===== config.mk =====
export PLATFORM = sky130hd
export DESIGN_NAME = deque_with_key_removal_unit_flat
export DESIGN_NICKNAME = d
export VERILOG_FILES = /design/src/rtl/dqkr_pkg.sv /design/src/rtl/dqkr_if.sv /design/src/rtl/dqkr_ram.sv /design/src/rtl/dqkr_rsp_reg.sv /design/src/rtl/dqkr_ctrl.sv /design/src/rtl/deque_with_key_removal_unit.sv /design/src/flat_wrapper.sv
export SDC_FILE = /design/constraint.sdc
export NUM_CORES = 1
export LEC_CHECK = 0
export ABC_AREA = 1
export BUFFER_PORTS_ARGS = -buffer_cell sky130_fd_sc_hd__buf_4
export CAP_MARGIN = 20
export CORE_MARGIN = 3
export CORE_UTILIZATION = 35
export CTS_CLUSTER_DIAMETER = 200
export DETAILED_ROUTE_END_ITERATION = 10
export PLACE_DENSITY = 0.63
export SETUP_SLACK_MARGIN = 0.3
export SLEW_MARGIN = 15
export SYNTH_ARGS = -nofsm -noshare
export SYNTH_HDL_FRONTEND = slang
export SYNTH_HIERARCHICAL = 1
export SYNTH_SLANG_ARGS = --single-unit

===== constraint.sdc =====
create_clock -name clk -period 4.6 [get_ports clk]
set_clock_uncertainty 0.1 [all_clocks]
set_input_delay 0.23 -clock clk [delete_from_list [all_inputs] [get_ports clk]]
set_output_delay 0.23 -clock clk [all_outputs]
set_load 0.01 [all_outputs]

===== src/rtl/dqkr_pkg.sv =====
// ---------------------------------------------------------------------------
// dqkr_pkg
// Shared types and codes for the deque with key removal unit.
// ---------------------------------------------------------------------------
package dqkr_pkg;

  localparam int VALUE_W = 32;
  localparam int COUNT_W = 5;
  localparam int REQ_W   = 3;

  typedef enum logic [REQ_W-1:0] {
    REQ_PUSH_NEW = 3'd0,
    REQ_PUSH_OLD = 3'd1,
    REQ_POP_NEW  = 3'd2,
    REQ_POP_OLD  = 3'd3,
    REQ_COUNT    = 3'd4,
    REQ_REMOVE   = 3'd5,
    REQ_STATUS   = 3'd6
  } req_t;

  typedef enum logic [1:0] {
    ST_IDLE,
    ST_LOAD,
    ST_WALK,
    ST_DONE
  } state_t;

  typedef struct packed {
    logic               ok;
    logic               found;
    logic [VALUE_W-1:0] oldest_value;
    logic [VALUE_W-1:0] newest_value;
    logic [COUNT_W-1:0] entry_count;
    logic               is_empty;
  } rsp_t;

endpackage


===== src/rtl/dqkr_if.sv =====
// ---------------------------------------------------------------------------
// dqkr_if
// Request and response channel interfaces, valid/ready handshake.
// ---------------------------------------------------------------------------
interface dqkr_req_if;
  logic                               valid;
  logic                               ready;
  logic [dqkr_pkg::REQ_W-1:0]         req_type;
  logic signed [dqkr_pkg::VALUE_W-1:0] value;

  modport source (output valid, output req_type, output value, input ready);
  modport sink   (input valid, input req_type, input value, output ready);
endinterface

interface dqkr_rsp_if;
  logic                                valid;
  logic                                ready;
  logic                                ok;
  logic                                found;
  logic signed [dqkr_pkg::VALUE_W-1:0] oldest_value;
  logic signed [dqkr_pkg::VALUE_W-1:0] newest_value;
  logic [dqkr_pkg::COUNT_W-1:0]        entry_count;
  logic                                is_empty;

  modport source (output valid, output ok, output found, output oldest_value,
                  output newest_value, output entry_count, output is_empty,
                  input ready);
  modport sink   (input valid, input ok, input found, input oldest_value,
                  input newest_value, input entry_count, input is_empty,
                  output ready);
endinterface


===== src/rtl/dqkr_ram.sv =====
// ---------------------------------------------------------------------------
// dqkr_ram
// Generic simple dual-port RAM, one write port, registered read port.
// ---------------------------------------------------------------------------
module dqkr_ram #(
  parameter int WIDTH = 32,
  parameter int DEPTH = 16
) (
  input  logic                     clk,
  input  logic                     wr_en,
  input  logic [$clog2(DEPTH)-1:0] wr_addr,
  input  logic [WIDTH-1:0]         wr_data,
  input  logic [$clog2(DEPTH)-1:0] rd_addr,
  output logic [WIDTH-1:0]         rd_data
);

  logic [WIDTH-1:0] mem [DEPTH];

  always_ff @(posedge clk) begin
    if (wr_en) begin
      mem[wr_addr] <= wr_data;
    end
    rd_data <= mem[rd_addr];
  end

endmodule


===== src/rtl/dqkr_rsp_reg.sv =====
// ---------------------------------------------------------------------------
// dqkr_rsp_reg
// Output register stage; holds one response until its transfer completes.
// ---------------------------------------------------------------------------
module dqkr_rsp_reg (
  input  logic           clk,
  input  logic           rst_n,
  input  logic           rsp_valid,
  input  dqkr_pkg::rsp_t rsp,
  output logic           rsp_load_ok,
  dqkr_rsp_if.source     out_ch
);

  logic           full_r;
  logic           full_nxt;
  dqkr_pkg::rsp_t data_r;

  assign rsp_load_ok = !full_r || out_ch.ready;

  always_comb begin
    full_nxt = full_r;
    if (rsp_valid && rsp_load_ok) begin
      full_nxt = 1'b1;
    end else if (out_ch.ready) begin
      full_nxt = 1'b0;
    end
  end

  always_ff @(posedge clk) begin
    if (!rst_n) begin
      full_r <= 1'b0;
    end else begin
      full_r <= full_nxt;
    end
  end

  always_ff @(posedge clk) begin
    if (rsp_valid && rsp_load_ok) begin
      data_r <= rsp;
    end
  end

  assign out_ch.valid        = full_r;
  assign out_ch.ok           = data_r.ok;
  assign out_ch.found        = data_r.found;
  assign out_ch.oldest_value = data_r.oldest_value;
  assign out_ch.newest_value = data_r.newest_value;
  assign out_ch.entry_count  = data_r.entry_count;
  assign out_ch.is_empty     = data_r.is_empty;

endmodule


===== src/rtl/dqkr_ctrl.sv =====
// ---------------------------------------------------------------------------
// dqkr_ctrl
// Request sequencer: end pointers, end value shadows and the key walk that
// reads and compares entries in the RAM and, for remove, compacts them.
// ---------------------------------------------------------------------------
module dqkr_ctrl #(
  parameter int DEPTH      = 16,
  parameter int DATA_WIDTH = 32
) (
  input  logic                     clk,
  input  logic                     rst_n,
  dqkr_req_if.sink                 in_ch,
  output logic                     rsp_valid,
  output dqkr_pkg::rsp_t           rsp,
  input  logic                     rsp_load_ok,
  output logic                     ram_we,
  output logic [$clog2(DEPTH)-1:0] ram_waddr,
  output logic [DATA_WIDTH-1:0]    ram_wdata,
  output logic [$clog2(DEPTH)-1:0] ram_raddr,
  input  logic [DATA_WIDTH-1:0]    ram_rdata
);

  localparam int AW = $clog2(DEPTH);
  localparam int CW = $clog2(DEPTH + 1);
  localparam int SW = ((AW > CW) ? AW : CW) + 1;
  localparam int XW = DATA_WIDTH + dqkr_pkg::VALUE_W;
  localparam int KW = CW + dqkr_pkg::COUNT_W;

  function automatic logic [AW-1:0] slot_of(input logic [AW-1:0] base,
                                            input logic [CW-1:0] ofs);
    logic [SW-1:0] s;
    s = SW'(base) + SW'(ofs);
    if (s >= SW'(DEPTH)) begin
      s = s - SW'(DEPTH);
    end
    return s[AW-1:0];
  endfunction

  dqkr_pkg::state_t state_r, state_nxt;
  dqkr_pkg::req_t   req_r, req_nxt;
  logic [AW-1:0]         oldest_idx_r, oldest_idx_nxt;
  logic [CW-1:0]         count_r, count_nxt;
  logic [CW-1:0]         rd_ofs_r, rd_ofs_nxt;
  logic [CW-1:0]         wr_ofs_r, wr_ofs_nxt;
  logic                  dvld_r, dvld_nxt;
  logic [DATA_WIDTH-1:0] key_r, key_nxt;
  logic [DATA_WIDTH-1:0] oldest_val_r, oldest_val_nxt;
  logic [DATA_WIDTH-1:0] newest_val_r, newest_val_nxt;
  logic                  ok_r, ok_nxt;
  logic                  found_r, found_nxt;

  dqkr_pkg::req_t        in_req;
  logic [XW-1:0]         din_ext;
  logic [DATA_WIDTH-1:0] din;
  logic                  is_empty;
  logic                  is_full;
  logic [AW-1:0]         dec_idx;
  logic                  issuing;
  logic                  hit;
  logic signed [XW-1:0]  oldest_ext;
  logic signed [XW-1:0]  newest_ext;
  logic [KW-1:0]         count_ext;

  assign in_req   = dqkr_pkg::req_t'(in_ch.req_type);
  assign din_ext  = XW'($unsigned(in_ch.value));
  assign din      = din_ext[DATA_WIDTH-1:0];
  assign is_empty = (count_r == '0);
  assign is_full  = (count_r == CW'(DEPTH));
  assign dec_idx  = (oldest_idx_r == '0) ? AW'(DEPTH - 1) : oldest_idx_r - AW'(1);
  assign issuing  = (rd_ofs_r != count_r);
  assign hit      = (ram_rdata == key_r);

  assign in_ch.ready = (state_r == dqkr_pkg::ST_IDLE);

  // next state
  always_comb begin
    state_nxt = state_r;
    case (state_r)
      dqkr_pkg::ST_IDLE: begin
        if (in_ch.valid) begin
          case (in_req)
            dqkr_pkg::REQ_POP_NEW,
            dqkr_pkg::REQ_POP_OLD: begin
              state_nxt = (count_r > CW'(1)) ? dqkr_pkg::ST_LOAD : dqkr_pkg::ST_DONE;
            end
            dqkr_pkg::REQ_COUNT,
            dqkr_pkg::REQ_REMOVE: begin
              state_nxt = is_empty ? dqkr_pkg::ST_DONE : dqkr_pkg::ST_WALK;
            end
            default: begin
              state_nxt = dqkr_pkg::ST_DONE;
            end
          endcase
        end
      end
      dqkr_pkg::ST_LOAD: begin
        state_nxt = dqkr_pkg::ST_DONE;
      end
      dqkr_pkg::ST_WALK: begin
        if (!issuing) begin
          state_nxt = dqkr_pkg::ST_DONE;
        end
      end
      dqkr_pkg::ST_DONE: begin
        if (rsp_load_ok) begin
          state_nxt = dqkr_pkg::ST_IDLE;
        end
      end
      default: begin
        state_nxt = dqkr_pkg::ST_IDLE;
      end
    endcase
  end

  // datapath and RAM control
  always_comb begin
    req_nxt        = req_r;
    oldest_idx_nxt = oldest_idx_r;
    count_nxt      = count_r;
    rd_ofs_nxt     = rd_ofs_r;
    wr_ofs_nxt     = wr_ofs_r;
    dvld_nxt       = 1'b0;
    key_nxt        = key_r;
    oldest_val_nxt = oldest_val_r;
    newest_val_nxt = newest_val_r;
    ok_nxt         = ok_r;
    found_nxt      = found_r;
    ram_we         = 1'b0;
    ram_waddr      = '0;
    ram_wdata      = din;
    ram_raddr      = '0;
    rsp_valid      = 1'b0;
    case (state_r)
      dqkr_pkg::ST_IDLE: begin
        if (in_ch.valid) begin
          req_nxt    = in_req;
          key_nxt    = din;
          ok_nxt     = 1'b1;
          found_nxt  = 1'b0;
          rd_ofs_nxt = '0;
          wr_ofs_nxt = '0;
          case (in_req)
            dqkr_pkg::REQ_PUSH_NEW: begin
              if (is_full) begin
                ok_nxt = 1'b0;
              end else begin
                ram_we         = 1'b1;
                ram_waddr      = slot_of(oldest_idx_r, count_r);
                count_nxt      = count_r + CW'(1);
                newest_val_nxt = din;
                if (is_empty) begin
                  oldest_val_nxt = din;
                end
              end
            end
            dqkr_pkg::REQ_PUSH_OLD: begin
              if (is_full) begin
                ok_nxt = 1'b0;
              end else begin
                ram_we         = 1'b1;
                ram_waddr      = dec_idx;
                oldest_idx_nxt = dec_idx;
                count_nxt      = count_r + CW'(1);
                oldest_val_nxt = din;
                if (is_empty) begin
                  newest_val_nxt = din;
                end
              end
            end
            dqkr_pkg::REQ_POP_NEW: begin
              if (is_empty) begin
                ok_nxt = 1'b0;
              end else begin
                count_nxt = count_r - CW'(1);
                ram_raddr = slot_of(oldest_idx_r, count_r - CW'(2));
              end
            end
            dqkr_pkg::REQ_POP_OLD: begin
              if (is_empty) begin
                ok_nxt = 1'b0;
              end else begin
                count_nxt      = count_r - CW'(1);
                oldest_idx_nxt = slot_of(oldest_idx_r, CW'(1));
                ram_raddr      = slot_of(oldest_idx_r, CW'(1));
              end
            end
            dqkr_pkg::REQ_COUNT,
            dqkr_pkg::REQ_REMOVE,
            dqkr_pkg::REQ_STATUS: begin
              ok_nxt = 1'b1;
            end
            default: begin
              ok_nxt = 1'b0;
            end
          endcase
        end
      end
      dqkr_pkg::ST_LOAD: begin
        if (req_r == dqkr_pkg::REQ_POP_NEW) begin
          newest_val_nxt = ram_rdata;
        end else begin
          oldest_val_nxt = ram_rdata;
        end
      end
      dqkr_pkg::ST_WALK: begin
        ram_raddr  = slot_of(oldest_idx_r, rd_ofs_r);
        rd_ofs_nxt = rd_ofs_r + CW'(issuing);
        dvld_nxt   = issuing;
        if (dvld_r) begin
          if (req_r == dqkr_pkg::REQ_COUNT) begin
            if (hit) begin
              found_nxt = 1'b1;
            end
          end else if (!hit) begin
            // keep entry: compact toward the oldest end
            ram_we         = 1'b1;
            ram_waddr      = slot_of(oldest_idx_r, wr_ofs_r);
            ram_wdata      = ram_rdata;
            wr_ofs_nxt     = wr_ofs_r + CW'(1);
            newest_val_nxt = ram_rdata;
            if (wr_ofs_r == '0) begin
              oldest_val_nxt = ram_rdata;
            end
          end
        end
        if (!issuing && req_r == dqkr_pkg::REQ_REMOVE) begin
          count_nxt = wr_ofs_nxt;
        end
      end
      dqkr_pkg::ST_DONE: begin
        rsp_valid = 1'b1;
      end
      default: begin
        rsp_valid = 1'b0;
      end
    endcase
  end

  assign oldest_ext = XW'($signed(oldest_val_r));
  assign newest_ext = XW'($signed(newest_val_r));
  assign count_ext  = KW'(count_r);

  always_comb begin
    rsp.ok          = ok_r;
    rsp.found       = found_r;
    rsp.entry_count = count_ext[dqkr_pkg::COUNT_W-1:0];
    rsp.is_empty    = is_empty;
    if (is_empty) begin
      rsp.oldest_value = '0;
      rsp.newest_value = '0;
    end else begin
      rsp.oldest_value = oldest_ext[dqkr_pkg::VALUE_W-1:0];
      rsp.newest_value = newest_ext[dqkr_pkg::VALUE_W-1:0];
    end
  end

  always_ff @(posedge clk) begin
    if (!rst_n) begin
      state_r      <= dqkr_pkg::ST_IDLE;
      oldest_idx_r <= '0;
      count_r      <= '0;
      dvld_r       <= 1'b0;
    end else begin
      state_r      <= state_nxt;
      oldest_idx_r <= oldest_idx_nxt;
      count_r      <= count_nxt;
      dvld_r       <= dvld_nxt;
    end
  end

  always_ff @(posedge clk) begin
    req_r        <= req_nxt;
    rd_ofs_r     <= rd_ofs_nxt;
    wr_ofs_r     <= wr_ofs_nxt;
    key_r        <= key_nxt;
    oldest_val_r <= oldest_val_nxt;
    newest_val_r <= newest_val_nxt;
    ok_r         <= ok_nxt;
    found_r      <= found_nxt;
  end

endmodule


===== src/rtl/deque_with_key_removal_unit.sv =====
// ---------------------------------------------------------------------------
// deque_with_key_removal_unit
// Bounded double-ended queue of signed words with key search and removal.
//
//   channel  | dir | handshake   | payload
//   ---------+-----+-------------+-----------------------------------------
//   in_ch    | in  | valid/ready | req_type, value
//   out_ch   | out | valid/ready | ok, found, oldest_value, newest_value,
//            |     |             | entry_count, is_empty
//
// One request at a time. Push, status and failed requests go straight to
// the result. Pops do one RAM read for the new end value, unless at most
// one entry is held. Count key and remove key do one RAM read per entry,
// none on an empty queue.
// Synchronous reset empties the queue at once; no clearing pass.
// A stalled out_ch holds one result in the output register; the next
// request is still taken and waits at completion for that register.
// ---------------------------------------------------------------------------
module deque_with_key_removal_unit #(
  parameter int DEPTH      = 16,
  parameter int DATA_WIDTH = 32
) (
  input  logic       clk,
  input  logic       rst_n,
  dqkr_req_if.sink   in_ch,
  dqkr_rsp_if.source out_ch
);

  localparam int AW = $clog2(DEPTH);

  logic                  rsp_valid;
  logic                  rsp_load_ok;
  dqkr_pkg::rsp_t        rsp;
  logic                  ram_we;
  logic [AW-1:0]         ram_waddr;
  logic [DATA_WIDTH-1:0] ram_wdata;
  logic [AW-1:0]         ram_raddr;
  logic [DATA_WIDTH-1:0] ram_rdata;

  dqkr_ctrl #(
    .DEPTH      (DEPTH),
    .DATA_WIDTH (DATA_WIDTH)
  ) u_ctrl (
    .clk         (clk),
    .rst_n       (rst_n),
    .in_ch       (in_ch),
    .rsp_valid   (rsp_valid),
    .rsp         (rsp),
    .rsp_load_ok (rsp_load_ok),
    .ram_we      (ram_we),
    .ram_waddr   (ram_waddr),
    .ram_wdata   (ram_wdata),
    .ram_raddr   (ram_raddr),
    .ram_rdata   (ram_rdata)
  );

  dqkr_ram #(
    .WIDTH (DATA_WIDTH),
    .DEPTH (DEPTH)
  ) u_ram (
    .clk     (clk),
    .wr_en   (ram_we),
    .wr_addr (ram_waddr),
    .wr_data (ram_wdata),
    .rd_addr (ram_raddr),
    .rd_data (ram_rdata)
  );

  dqkr_rsp_reg u_rsp_reg (
    .clk         (clk),
    .rst_n       (rst_n),
    .rsp_valid   (rsp_valid),
    .rsp         (rsp),
    .rsp_load_ok (rsp_load_ok),
    .out_ch      (out_ch)
  );

endmodule


===== src/flat_wrapper.sv =====
// flat-port wrapper written by rule: the top's interface ports become plain ports
module deque_with_key_removal_unit_flat 
#(
  parameter int DEPTH      = 16,
  parameter int DATA_WIDTH = 32
)
  (clk, rst_n, in_ch_valid, in_ch_req_type, in_ch_value, in_ch_ready, out_ch_valid, out_ch_ok, out_ch_found, out_ch_oldest_value, out_ch_newest_value, out_ch_entry_count, out_ch_is_empty, out_ch_ready);
  dqkr_req_if in_ch_i ();
  dqkr_rsp_if out_ch_i ();
  input  logic clk;
  input  logic rst_n;
  input wire logic [$bits(in_ch_i.valid)-1:0] in_ch_valid;
  input wire logic [$bits(in_ch_i.req_type)-1:0] in_ch_req_type;
  input wire logic [$bits(in_ch_i.value)-1:0] in_ch_value;
  output wire logic [$bits(in_ch_i.ready)-1:0] in_ch_ready;
  output wire logic [$bits(out_ch_i.valid)-1:0] out_ch_valid;
  output wire logic [$bits(out_ch_i.ok)-1:0] out_ch_ok;
  output wire logic [$bits(out_ch_i.found)-1:0] out_ch_found;
  output wire logic [$bits(out_ch_i.oldest_value)-1:0] out_ch_oldest_value;
  output wire logic [$bits(out_ch_i.newest_value)-1:0] out_ch_newest_value;
  output wire logic [$bits(out_ch_i.entry_count)-1:0] out_ch_entry_count;
  output wire logic [$bits(out_ch_i.is_empty)-1:0] out_ch_is_empty;
  input wire logic [$bits(out_ch_i.ready)-1:0] out_ch_ready;
  assign in_ch_i.valid = in_ch_valid;
  assign in_ch_i.req_type = in_ch_req_type;
  assign in_ch_i.value = in_ch_value;
  assign in_ch_ready = in_ch_i.ready;
  assign out_ch_valid = out_ch_i.valid;
  assign out_ch_ok = out_ch_i.ok;
  assign out_ch_found = out_ch_i.found;
  assign out_ch_oldest_value = out_ch_i.oldest_value;
  assign out_ch_newest_value = out_ch_i.newest_value;
  assign out_ch_entry_count = out_ch_i.entry_count;
  assign out_ch_is_empty = out_ch_i.is_empty;
  assign out_ch_i.ready = out_ch_ready;
  deque_with_key_removal_unit #(.DEPTH(DEPTH), .DATA_WIDTH(DATA_WIDTH)) u_core (.clk(clk), .rst_n(rst_n), .in_ch(in_ch_i), .out_ch(out_ch_i));
endmodule

Word-level counts from Yosys, hierarchy flattened
Memories as Yosys holds them, arrays and structs flattened. A register that Yosys moved wholly into a read port is not among the register bits.
Index checks and enable logic that the tools add are counted.
{"block": "totals", "output_inout_bits": 74, "memories": 1, "regBits": 196, "ramBits": 512}
{"memory": "u_core.u_ram.mem", "depth": 16, "width": 32, "rd": 1, "rd_ports_with_merged_regs": 1, "write_ports": 1, "line": "dqkr_ram.sv:17", "text": "logic [WIDTH-1:0] mem [DEPTH];"}
{"block": "classes", "n_reduce_logical": 27, "muxes": 82, "addsub": 16, "magnitude_cmp": 6, "n_eq_ne": 37}
{"op": "32-bit 2-to-1 mux", "n": 18}
{"op": "32-bit case mux with 3 select lines", "n": 2}
{"op": "32-bit case mux with 2 select lines", "n": 2}
{"op": "4-bit 2-to-1 mux", "n": 17}
{"op": "5-bit 2-to-1 mux", "n": 8}
{"op": "4-bit case mux with 2 select lines", "n": 5}
{"op": "5-bit case mux with 2 select lines", "n": 4}
{"op": "32-bit equality test", "n": 1}
{"op": "2-bit inequality test (second input constant)", "n": 14}
{"op": "4-bit by 5-bit adder with 6-bit output", "n": 4}
{"op": "6-bit by 5-bit >= comparator with 1-bit output (second input constant)", "n": 4}
{"op": "4-bit by 1-bit subtractor with 4-bit output (second input constant)", "n": 6}
{"op": "3-bit inequality test (second input constant)", "n": 7}
{"op": "1-bit 2-to-1 mux", "n": 17}
{"op": "3-bit equality test (second input constant)", "n": 5}
{"op": "11-bit AND reduction", "n": 1}
{"op": "5-bit by 1-bit adder with 5-bit output (second input constant)", "n": 2}
{"op": "5-bit logical NOT", "n": 2}
{"op": "10-bit AND reduction", "n": 1}
{"op": "5-bit AND reduction", "n": 2}
{"op": "3-bit by 2-bit equality test with 1-bit output (second input constant)", "n": 3}
{"op": "2-bit 2-to-1 mux", "n": 4}
{"op": "2-bit case mux with 4 select lines", "n": 1}
{"op": "2-bit AND reduction", "n": 3}
{"op": "27 further kinds", "n": 35}

Depth between registers and ports, before layout
Gate-level depths: netlist of run 1.
{"block": "logic_depth", "depth_word": 8, "depth_mapped": 16}

By module
Netlist of run 1, hierarchy kept.
{"mod": "dqkr_ram", "area_each_um2": 22730.6, "cells_per_inst": 2120, "instances": 1}
{"mod": "dqkr_ctrl", "area_each_um2": 7078.0, "cells_per_inst": 818, "instances": 1}
{"mod": "dqkr_rsp_reg", "area_each_um2": 2213.4, "cells_per_inst": 79, "instances": 1}

Worst setup path before layout of run 1
OpenSTA, ideal clock, no wires.
{"block": "synth_timing", "kind": "register -> register", "startpoint": "register u_core.u_ctrl.state_r[0]", "endpoint": "register u_core.u_rsp_reg.data_r (netlist bit u_core/u_rsp_reg/out_ch.entry_count[0]) (enable)", "slack_ns": -0.111, "setup_time_ns": 0.526, "path_stages_with_launch": 4, "path_buffers": 0, "t_arrival_ns": 4.085, "cell_sequence": "dfxtp_1 > ha_1 > inv_1 > a21oi_1"}
{"block": "synth_between", "elab_chain_cells": 3}
{"item": "start: declaration", "line": "dqkr_ctrl.sv:39", "text": "dqkr_pkg::state_t state_r, state_nxt;"}
{"item": "start signal: assignment", "line": "dqkr_ctrl.sv:259", "text": "state_r <= dqkr_pkg::ST_IDLE;"}
{"item": "start signal: assignment", "line": "dqkr_ctrl.sv:264", "text": "state_r <= state_nxt;"}
{"item": "2-bit equality test", "line": "dqkr_ctrl.sv:133", "text": "case (state_r)"}
{"item": "1-bit 2-to-1 mux", "line": "dqkr_ctrl.sv:133"}
{"item": "via u_core.rsp_valid", "line": "deque_with_key_removal_unit.sv:31", "text": "logic rsp_valid;"}
{"item": "1-bit logical AND", "line": "dqkr_rsp_reg.sv:38", "text": "if (rsp_valid && rsp_load_ok) begin"}
{"item": "end signal: assignment", "line": "dqkr_rsp_reg.sv:39", "text": "data_r <= rsp;"}
{"item": "end: declaration", "line": "dqkr_rsp_reg.sv:16", "text": "dqkr_pkg::rsp_t data_r;"}
The timed path passes the listed nets, and every way through them passes these cells.
A chain may end at the register's enable or synchronous reset.

Worst setup path in the final report of run 1
{"block": "layout_timing", "startpoint": "register u_core.u_ctrl.oldest_idx_r[1]", "endpoint": "memory u_core.u_ram.mem[13][25] (enable)"}
{"block": "layout_between", "elab_chain_cells": 7, "word_cells_on_any_way": 19, "cone_classes": "add/sub: 5; order compare: 2; mux: 11; reduce/logical: 1"}
{"item": "start: declaration", "line": "dqkr_ctrl.sv:41", "text": "logic [AW-1:0] oldest_idx_r, oldest_idx_nxt;"}
{"item": "start signal: assignment", "line": "dqkr_ctrl.sv:265", "text": "oldest_idx_r <= oldest_idx_nxt;"}
{"item": "4-bit by 5-bit adder with 6-bit output", "line": "dqkr_ctrl.sv:32", "text": "s = SW'(base) + SW'(ofs);"}
{"item": "6-bit by 5-bit >= comparator with 1-bit output or 4-bit by 1-bit subtractor with 4-bit output (tied branches)", "line": "dqkr_ctrl.sv:33, dqkr_ctrl.sv:34"}
{"item": "4-bit 2-to-1 mux", "line": "dqkr_ctrl.sv:33", "text": "if (s >= SW'(DEPTH)) begin"}
{"item": "4-bit 2-to-1 mux, on equally long branches", "line": "dqkr_ctrl.sv:144, dqkr_ctrl.sv:214"}
{"item": "4-bit case mux with 2 select lines or 4-bit 2-to-1 mux (tied branches)", "line": "dqkr_ctrl.sv:142, dqkr_ctrl.sv:210"}
{"item": "4-bit 2-to-1 mux, on equally long branches", "line": "dqkr_ctrl.sv:135, dqkr_ctrl.sv:209"}
{"item": "4-bit case mux with 2 select lines *", "line": "dqkr_ctrl.sv:133"}
{"item": "via u_core.ram_waddr[2]", "line": "deque_with_key_removal_unit.sv:35", "text": "logic [AW-1:0] ram_waddr;"}
{"item": "end: declaration", "line": "dqkr_ram.sv:17"}
The timed path passes the listed nets; every way through them passes the cells marked *.

==> implementation parameters, run 1 <==
Parameter                              Value

Synth
  Library cell occupying the most area in the post-synthesis netlist ... sky130_fd_sc_hd__edfxtp_1
  Synth area leaders ... sky130_fd_sc_hd__edfxtp_1 (65%), sky130_fd_sc_hd__nand2_1 (11%), sky130_fd_sc_hd__nand3_1 (6.4%), sky130_fd_sc_hd__inv_1 (6.3%), sky130_fd_sc_hd__dfxtp_1 (2.8%)
  Fraction of registers with async set/reset ... 0%
  Combined area of all synthesized cells ... around 32000 um^2
  Post-synthesis register bit count ... between 700 and 800
  Most used flip-flop cell after synthesis ... sky130_fd_sc_hd__edfxtp_1
  Total nets after synthesis ... 3089
  Average instance area after synthesis ... 10.6 um^2
  Portion of synthesized cell area occupied by the leading cell type ... 65.2%
  Proportion of synthesized chip area in sequential cells ... 68.0%
  Synth Instances ... 3017
  Number of synthesized flops with an enable pin ... a little under 700
  Total of warnings raised by yosys ... 6
  Synth unique cells ... 45

Worst setup path
  Critical path class ... register to register
  Crit-path max cell delay ... 620 ps
  Ordered cell list for the critical path ... inv_1 -> fa_1 -> xor2_1 -> o22ai_1 -> nand2_1 -> o21ai_0 -> nand3_1 -> nor2_4 -> buf_4
  R2R Path Start ... u_core/u_ctrl/oldest_idx_r[1]$_SDFFE_PN0P_
  Standard cell with the maximum stage delay on the critical path ... sky130_fd_sc_hd__dfxtp_1
  Number of stages on the worst setup path ... 9
  Reg2Reg Depth ... 9
  Worst path bufs/invs ... 2
  Setup slack on the worst flop-to-flop path ... approximately 1100 ps
  End of the worst register-to-register path ... u_core/u_ram/mem[13][25]$_DFFE_PP_
  Capturing element type of the critical path ... register
  Critical Path RT ... approximately 4800 ps
  Kind of cell adding the most delay to the critical path ... simple AND/OR/NAND/NOR gates
  CP max FO ... 9
  Startpoint type of the worst setup path ... register
  Worst endpoint data arrival time ... 3750 ps

Clocking
  CTS tree ... done
  Bufs on Longest Clock Path ... 3
  Number of H-tree levels ... 3
  Clk slew on worst S/H paths ... approximately 60 ps
  Setup repair bufs after CTS ... 0
  Clock latency at the later pin of the worst-skew pair ... 620 ps
  Number of buffers added by the clock tree synthesis step ... 75
  CTS Root Cell ... sky130_fd_sc_hd__clkbuf_16
  TritonCTS sink count ... 740

STA
  Total count of max-transition violations in the final report ... 0
  Unrepaired setup endpoints after global routing ... no
  Share of the clock period used by the worst path ... 77.0%
  Max-slew headroom ... 30.9%
  Final setup slack of the worst path ... 1060 ps
  Final total negative setup slack ... 0 ps
  Fin crit period ... 3540 ps
  Number of endpoints with negative hold slack in the final report ... 0
  Slew @ Worst Pin ... 1040 ps
  Upper clock frequency limit ... 282 MHz
  Final count of negative-setup-slack endpoints ... 0

Min path
  Worst Hold Path Cells ... 5
  Worst hold path endpoint ... u_core/u_ctrl/state_r[1]$_SDFFE_PN0P_
  Type of the most critical hold path ... input port to register
  Worst hold path startpoint ... in_ch_valid

Status
  Status ... complete, no violations

Power and ir drop
  Ratio of total power to cell area ... between 500 and 600 nW/um^2
  Static Leakage ... 15.9 nW
  Post-layout power ... around 0.021 W
  Peak supply drop ... 0.000323 V

Route
  DRC marker count from the first detailed-route iteration ... 2103
  Routed Antenna Nets ... 0
  Per-cell via count in the routed design ... 4.72
  Initial DRT Pass Iterations ... 6
  # DRC ... 0
  Detail-routed net length per standard cell ... ~17 um
  Final wirelength ... between 70 and 80 mm
  Detailed-route via count ... 20900

GRT
  Vias in the first global route ... 19900
  Overall fraction of global-route tracks in use ... 16.1%
  Wire length of the first global-routing pass ... 118 mm
  Pin count of the biggest net entering global routing ... approximately 180
  Remaining global-route overflow ... 0
  Initial antenna violation count ... 4

Final layout
  Most common cell after layout, fill and taps aside ... sky130_fd_sc_hd__nand2_1
  Combined area of the multi-input logic cells ... 7530 um^2
  Highest-count cells in the layout ignoring fill and taps ... sky130_fd_sc_hd__nand2_1 (905), sky130_fd_sc_hd__edfxtp_1 (695), sky130_fd_sc_hd__inv_1 (533), sky130_fd_sc_hd__nand3_1 (409), sky130_fd_sc_hd__buf_4 (180)
  Total Nets Final ... 3264
  Synth-to-layout area growth ... 16.8%
  Area of all sequential standard cells ... 21800 um^2
  Fraction of layout instances using a drive strength above 1 ... 11.0%
  Fill cells ... 8423
  Finished layout cell area ... 37400 um^2
  Share of the core filled with cells ... 41.4%

Place
  Placement-stage cell area ... 34400 um^2
  Placed wire-length estimate ... 45.1 mm
  I/O Buffers ... ~110
  Placer congestion estimate ... 0.825
  Post-placement worst setup slack ... 1080 ps

Floorplanning
  Starting utilization of the core area ... 35.4%
  Core Footprint ... 90400 um^2
  Die outline area ... 95200 um^2
  Top-level port count ... 113
  Height of the die ... approximately 300 um
  Die width ... 308 um
  Total number of placement rows ... 110

Run
  Maximum Capacitance Violations ... 0
-- synth_stat cells (6+ instances only) --
cell type and count:
sky130_fd_sc_hd__nand2_1 905, sky130_fd_sc_hd__edfxtp_1 695, sky130_fd_sc_hd__inv_1 535, sky130_fd_sc_hd__nand3_1 410, sky130_fd_sc_hd__o21ai_0 81, sky130_fd_sc_hd__buf_2 54
sky130_fd_sc_hd__dfxtp_1 45, sky130_fd_sc_hd__nor2_1 45, sky130_fd_sc_hd__buf_6 30, sky130_fd_sc_hd__ha_1 29, sky130_fd_sc_hd__xnor2_1 28, sky130_fd_sc_hd__clkbuf_1 23
sky130_fd_sc_hd__a21oi_1 22, sky130_fd_sc_hd__xor2_1 15, sky130_fd_sc_hd__buf_1 14, sky130_fd_sc_hd__inv_2 14, sky130_fd_sc_hd__buf_4 10, sky130_fd_sc_hd__nor3_1 7
sky130_fd_sc_hd__o21ai_1 7, sky130_fd_sc_hd__o22ai_1 6
-- routing by layer --
layer	vias up	share of wire (%)	GRT usage (%)	wire, um
li1	10100	-	-	-
met1	9979	44	21.6	33800
met2	653	47	26.7	36600
met3	141	6.0	2.38	4600
met4	2	2.8	5.63	2140
met5	-	0.016	0	12
-- area by class of cell --
cell class | count | area share (%)
sequential | 740 | 58.2
multi-input combinational | 1594 | 20.1
clock inverter | 36 | 1.31
tap | 1176 | 3.93
inverter | 551 | 5.56
clock buffer | 99 | 5.54
antenna | 3 | 0.0201
timing repair buffer | 230 | 5.29
-- cell families after synthesis --
family	after synthesis	share of synthesized area (%)
adder cells (fa/ha/maj)	33	1.38
AO/OA/AOI/OAI	134	2.31
flip-flops	740	68.0
XOR/XNOR	43	1.18
buffers and inverters	683	9.10
AND/OR/NAND/NOR	1384	18.0
-- power by group --
group / total (W) / internal [W] / switching (W) / leakage (nW)
Combinational: 0.00559 / 0.00165 / 0.00394 / 7.92
Sequential: 0.00902 / 0.00866 / 0.000359 / 6.71
Clock: 0.00633 / 0.00380 / 0.00254 / 1.25
-- state kept, by name (all words and copies together), names as in the netlist, 32 cells and up --
register	cells
u_core/u_ctrl/key_r	32
u_core/u_ctrl/oldest_val_r	32
u_core/u_ram/mem	512
u_core/u_ram/rd_data	32
u_core/u_rsp_reg/out_ch.newest_value	32
u_core/u_rsp_reg/out_ch.oldest_value	32
u_core/u_ctrl/newest_val_r	32
-- per-stage QoR --
| stage | cells | hold WS (ps) |
|---|---|---|
| finish | 4429 | 58.5 |
| global route | 4426 | 132 |
| CTS | 4423 | 19.5 |
| detailed placement | 4250 | 330 |
| global placement | 4249 | 311 |
| floorplan | 3017 | 229 |
-- what timing repair did --
item	CTS	global route
gates resized for setup	0	0
endpoints found under the hold margin	75	0
hold buffers	38	0
-- worst max path at each step --
stage          slack (ps)                            endpoint                                  startpoint
3_5_place_dp         1080  u_core/u_ram/mem[13][21]$_DFFE_PP_  u_core/u_ctrl/oldest_idx_r[1]$_SDFFE_PN0P_
2_1_floorplan         460   u_core/u_ram/mem[12][0]$_DFFE_PP_       u_core/u_ctrl/state_r[0]$_SDFFE_PN0P_
5_1_grt               820  u_core/u_ram/mem[13][22]$_DFFE_PP_  u_core/u_ctrl/oldest_idx_r[1]$_SDFFE_PN0P_
6_report             1060  u_core/u_ram/mem[13][25]$_DFFE_PP_  u_core/u_ctrl/oldest_idx_r[1]$_SDFFE_PN0P_
4_1_cts              1030  u_core/u_ram/mem[13][22]$_DFFE_PP_  u_core/u_ctrl/oldest_idx_r[1]$_SDFFE_PN0P_
3_3_place_gp         1010    u_core/u_ram/rd_data[13]$_DFF_P_  u_core/u_ctrl/oldest_idx_r[1]$_SDFFE_PN0P_
-- tightest hold or removal path, delay by kind of cell --
| kind | cells | cell delay, ps |
|---|---|---|
| simple gates | 1 | 50 |
| compound gates | 2 | 310 |
| buf+inv | 2 | 140 |
Note: power is estimated with default switching activity, not from simulation.
==> run 2, diff against run 1 <==
==> constraint.sdc (replaced) <==
create_clock -name clk -period 2.85 [get_ports clk]
set_clock_uncertainty 0.1 [all_clocks]
set_input_delay 0.1425 -clock clk [delete_from_list [all_inputs] [get_ports clk]]
set_output_delay 0.1425 -clock clk [all_outputs]
set_load 0.01 [all_outputs]
==> run 2 against run 1 <==
Register-to-register slack worse by 920 ps. Utilization up 3.4 points. Sequential cell count unchanged. Highest routed layer is now met4.
==> implementation parameters, run 2 (same netlist as run 1, synthesis figures left out) <==
Parameter                              Value

Worst setup path
  Worst endpoint data arrival time ... 2910 ps (was 3750 ps)
  Reg2Reg Depth ... 15 (was 9)
  CP max FO ... 10 (was 9)
  Capturing element type of the critical path ... register (unchanged)
  R2R Path Start ... u_core/u_ram/rd_data[10]$_DFF_P_ (was u_core/u_ctrl/oldest_idx_r[1]$_SDFFE_PN0P_)
  End of the worst register-to-register path ... u_core/u_ram/mem[8][28]$_DFFE_PP_ (was u_core/u_ram/mem[13][25]$_DFFE_PP_)
  Startpoint type of the worst setup path ... register (unchanged)
  CP startpoint ... u_core/u_ram/rd_data[10]$_DFF_P_ (was u_core/u_ctrl/oldest_idx_r[1]$_SDFFE_PN0P_)
  Capture point of the worst path ... u_core/u_ram/mem[8][28]$_DFFE_PP_ (was u_core/u_ram/mem[13][25]$_DFFE_PP_)
  Setup slack on the worst flop-to-flop path ... 130 ps (was 1060 ps)
  Critical path class ... register to register (unchanged)
  Critical Path RT ... 3050 ps (was 4810 ps)

STA
  Unrepaired setup endpoints after global routing ... yes (was no)
  Max-slew headroom ... 48.5% (was 30.9%)
  Fin crit period ... 2720 ps (was 3540 ps)
  Final count of negative-setup-slack endpoints ... 0 (unchanged)
  Total count of max-transition violations in the final report ... 0 (unchanged)
  Final total negative setup slack ... 0 ps (unchanged)
  Share of the clock period used by the worst path ... 95.3% (was 77.0%)
  Slew @ Worst Pin ... 765 ps (was 1040 ps)
  Upper clock frequency limit ... 368 MHz (was 282 MHz)
  Number of endpoints with negative hold slack in the final report ... 0 (unchanged)
  Smallest hold slack ... 191 ps (was 58.5 ps)

Run
  Maximum Capacitance Violations ... 0 (unchanged)

Route
  # DRC ... 0 (unchanged)
  Initial DRT Pass Iterations ... 6 (unchanged)
  DRC marker count from the first detailed-route iteration ... 2344 (was 2103)
  Top routing layer in use ... met4 (was met5)
  Met2 WL post-DR ... 40.8 mm (was 36.6 mm)
  Detailed-route via count ... 22000 (was 20900)
  Detailed-route wire length on metal 1 ... 36.3 mm (was 33.8 mm)
  Detail-routed net length per standard cell ... 18.4 um (was 17.4 um)
  Per-cell via count in the routed design ... 4.77 (was 4.72)
  Final wirelength ... 85.1 mm (was 77.2 mm)
  Met3 Routed Length ... 5.94 mm (was 4.60 mm)
  Routed Antenna Nets ... 0 (unchanged)

Clocking
  Bufs on Longest Clock Path ... 3 (unchanged)
  Clk slew on worst S/H paths ... 60 ps (about the same)
  CTS Root Cell ... sky130_fd_sc_hd__clkbuf_16 (unchanged)
  Number of H-tree levels ... 3 (unchanged)
  Number of buffers added by the clock tree synthesis step ... 77 (was 75)
  Clock latency at the later pin of the worst-skew pair ... 620 ps (about the same)
  CTS tree ... done (unchanged)
  TritonCTS sink count ... 740 (unchanged)

Floorplanning
  Die outline area ... 95200 um^2 (unchanged)
  Top-level port count ... 113 (unchanged)
  Starting utilization of the core area ... 35.4% (unchanged)
  Total number of placement rows ... 110 (unchanged)
  Core Footprint ... 90400 um^2 (unchanged)
  Die width ... 308 um (unchanged)
  Height of the die ... 308 um (unchanged)

GRT
  Vias in the first global route ... 20900 (was 19900)
  Remaining global-route overflow ... 0 (unchanged)
  Initial antenna violation count ... 0 (was 4)
  Overall fraction of global-route tracks in use ... 17.2% (was 16.1%)
  Wire length of the first global-routing pass ... 125 mm (was 118 mm)
  Pin count of the biggest net entering global routing ... 66 (was 183)

Power and ir drop
  Post-layout power ... 0.0351 W (was 0.0209 W)
  Clock Power Share ... 28.4% (was 30.2%)
  Ratio of total power to cell area ... 867 nW/um^2 (was 560 nW/um^2)
  Internal Dissipation ... 0.0236 W (was 0.0141 W)
  Static Leakage ... 17.3 nW (was 15.9 nW)
  Switching share of total power ... 32.7% (was 32.6%)
  Switching power ... 0.0115 W (was 0.00683 W)
  Peak supply drop ... 0.000466 V (was 0.000323 V)
  Register share of total power ... 41.8% (was 43.1%)
  Logic gate share of total power ... 29.8% (was 26.7%)

Final layout
  Ant diodes ... 0 (was 3)
  Max reg flops ... 512 (unchanged)
  Fraction of layout instances using a drive strength above 1 ... 17.1% (was 11.0%)
  Total Nets Final ... 3451 (was 3264)
  Highest-count cells in the layout ignoring fill and taps ... sky130_fd_sc_hd__nand2_1 (896), sky130_fd_sc_hd__edfxtp_1 (695), sky130_fd_sc_hd__inv_1 (523), sky130_fd_sc_hd__nand3_1 (407), sky130_fd_sc_hd__buf_4 (241) (was sky130_fd_sc_hd__nand2_1 (905), sky130_fd_sc_hd__edfxtp_1 (695), sky130_fd_sc_hd__inv_1 (533), sky130_fd_sc_hd__nand3_1 (409), sky130_fd_sc_hd__buf_4 (180))
  Most flop-heavy register ... u_core/u_ram/mem (unchanged)
  Synth-to-layout area growth ... 26.3% (was 16.8%)
  Most common cell after layout, fill and taps aside ... sky130_fd_sc_hd__nand2_1 (unchanged)
  Fill cells ... 8097 (was 8423)

Place
  Placed wire-length estimate ... 50.0 mm (was 45.1 mm)
  I/O Buffers ... 112 (unchanged)
  Placer congestion estimate ... 0.863 (was 0.825)

Status
  Status ... complete, no violations (unchanged)

Min path
  Type of the most critical hold path ... input port to register (unchanged)
[run 2: cell types whose count changed in the layout (fill, tap and decap cells not counted), sizes merged]
cell           before  now
clkinv             23   21
inv               552  554
buf               192  361
clkbuf             99  115
bufbuf              0    2
diode               3    0
dlygate4sd3        38   39
clkinvlp            1    4
bufinv             11    7
clkdlybuf4s15       0    1
[run 2: area by class of cell]
cell class | count | area, um^2 | share of cell area [%]
sequential | 740 | 21800 | 53.9
multi-input combinational | 1594 | 7740 | 19.1
timing repair buffer | 414 | 4850 | 12.0
clock buffer | 104 | 2110 | 5.22
inverter | 551 | 2100 | 5.20
tap | 1176 | 1470 | 3.64
clock inverter | 34 | 375 | 0.928
timing repair inverter | 1 | 11.3 | 0.0278
[run 2: power by group through the flow]
stage	clock network [W]	registers [W]	logic, W
finish	0.00995	0.0147	0.0104
global route	0.0106	0.0148	0.0116
CTS	0.0101	0.0147	0.0104
detailed placement	0	0.0149	0.00971
global placement	0	0.0149	0.00963
floorplan	0	0.0147	0.00611
[run 2: critical path: stages (launching register included)]
cell	delay (ps)
sky130_fd_sc_hd__dfxtp_1	470
sky130_fd_sc_hd__xnor2_1	160
sky130_fd_sc_hd__nand2_1	60
sky130_fd_sc_hd__nor2_1	140
sky130_fd_sc_hd__nand2_1	70
sky130_fd_sc_hd__nor2_1	80
sky130_fd_sc_hd__buf_4	170
sky130_fd_sc_hd__nand2_4	70
sky130_fd_sc_hd__nand3_4	120
sky130_fd_sc_hd__buf_6	140
sky130_fd_sc_hd__o21ai_4	60
sky130_fd_sc_hd__inv_2	110
sky130_fd_sc_hd__nand2_4	120
sky130_fd_sc_hd__nor2_4	140
sky130_fd_sc_hd__buf_4	200
sky130_fd_sc_hd__buf_6	190
[run 2: through the flow]
| stage | utilization, % | instances | setup slack [ps] | instance area [um^2] |
|---|---|---|---|---|
| finish | 44.7 | 4614 | 134 | 40400 |
| detailed placement | 39.7 | 4359 | 67.2 | 35900 |
| global route | 44.7 | 4614 | -26.6 | 40400 |
| CTS | 44.1 | 4585 | 175 | 39900 |
| global placement | 39.7 | 4359 | 33.9 | 35900 |
| floorplan | - | 3017 | -169 | 32200 |
[run 2: repair_timing]
action / 4_1_cts / 5_1_grt
hold buffers: 39 / 0
pin swaps: 9 / 3
resized for setup: 111 / 14
setup endpoints to repair: 815 / 877
cloned: 20 / 14
buffers inserted: 29 / 15
hold endpoints to repair: 333 / 0
[run 2: per-layer routing]
layer  GRT usage, %  vias to the layer above
li1               -                    10500
met1           23.6                    10500
met2           28.4                      843
met3           2.20                      125
met4           5.24                        0
met5              0                        -
[run 2: how the worst min path moves through the flow]
stage / cells past startpoint / slack (ps) / end / startpoint
2_1_floorplan: 0 / 140 / u_core/u_ctrl/key_r[0]$_DFFE_PP_ / in_ch_value[0]
3_3_place_gp: 1 / 240 / u_core/u_ctrl/key_r[4]$_DFFE_PP_ / in_ch_value[4]
3_5_place_dp: 1 / 240 / u_core/u_ctrl/key_r[4]$_DFFE_PP_ / in_ch_value[4]
4_1_cts: 2 / 160 / u_core/u_ctrl/key_r[1]$_DFFE_PP_ / in_ch_value[1]
5_1_grt: 2 / 180 / u_core/u_ctrl/key_r[3]$_DFFE_PP_ / in_ch_value[3]
6_report: 2 / 190 / u_core/u_ctrl/key_r[3]$_DFFE_PP_ / in_ch_value[3]
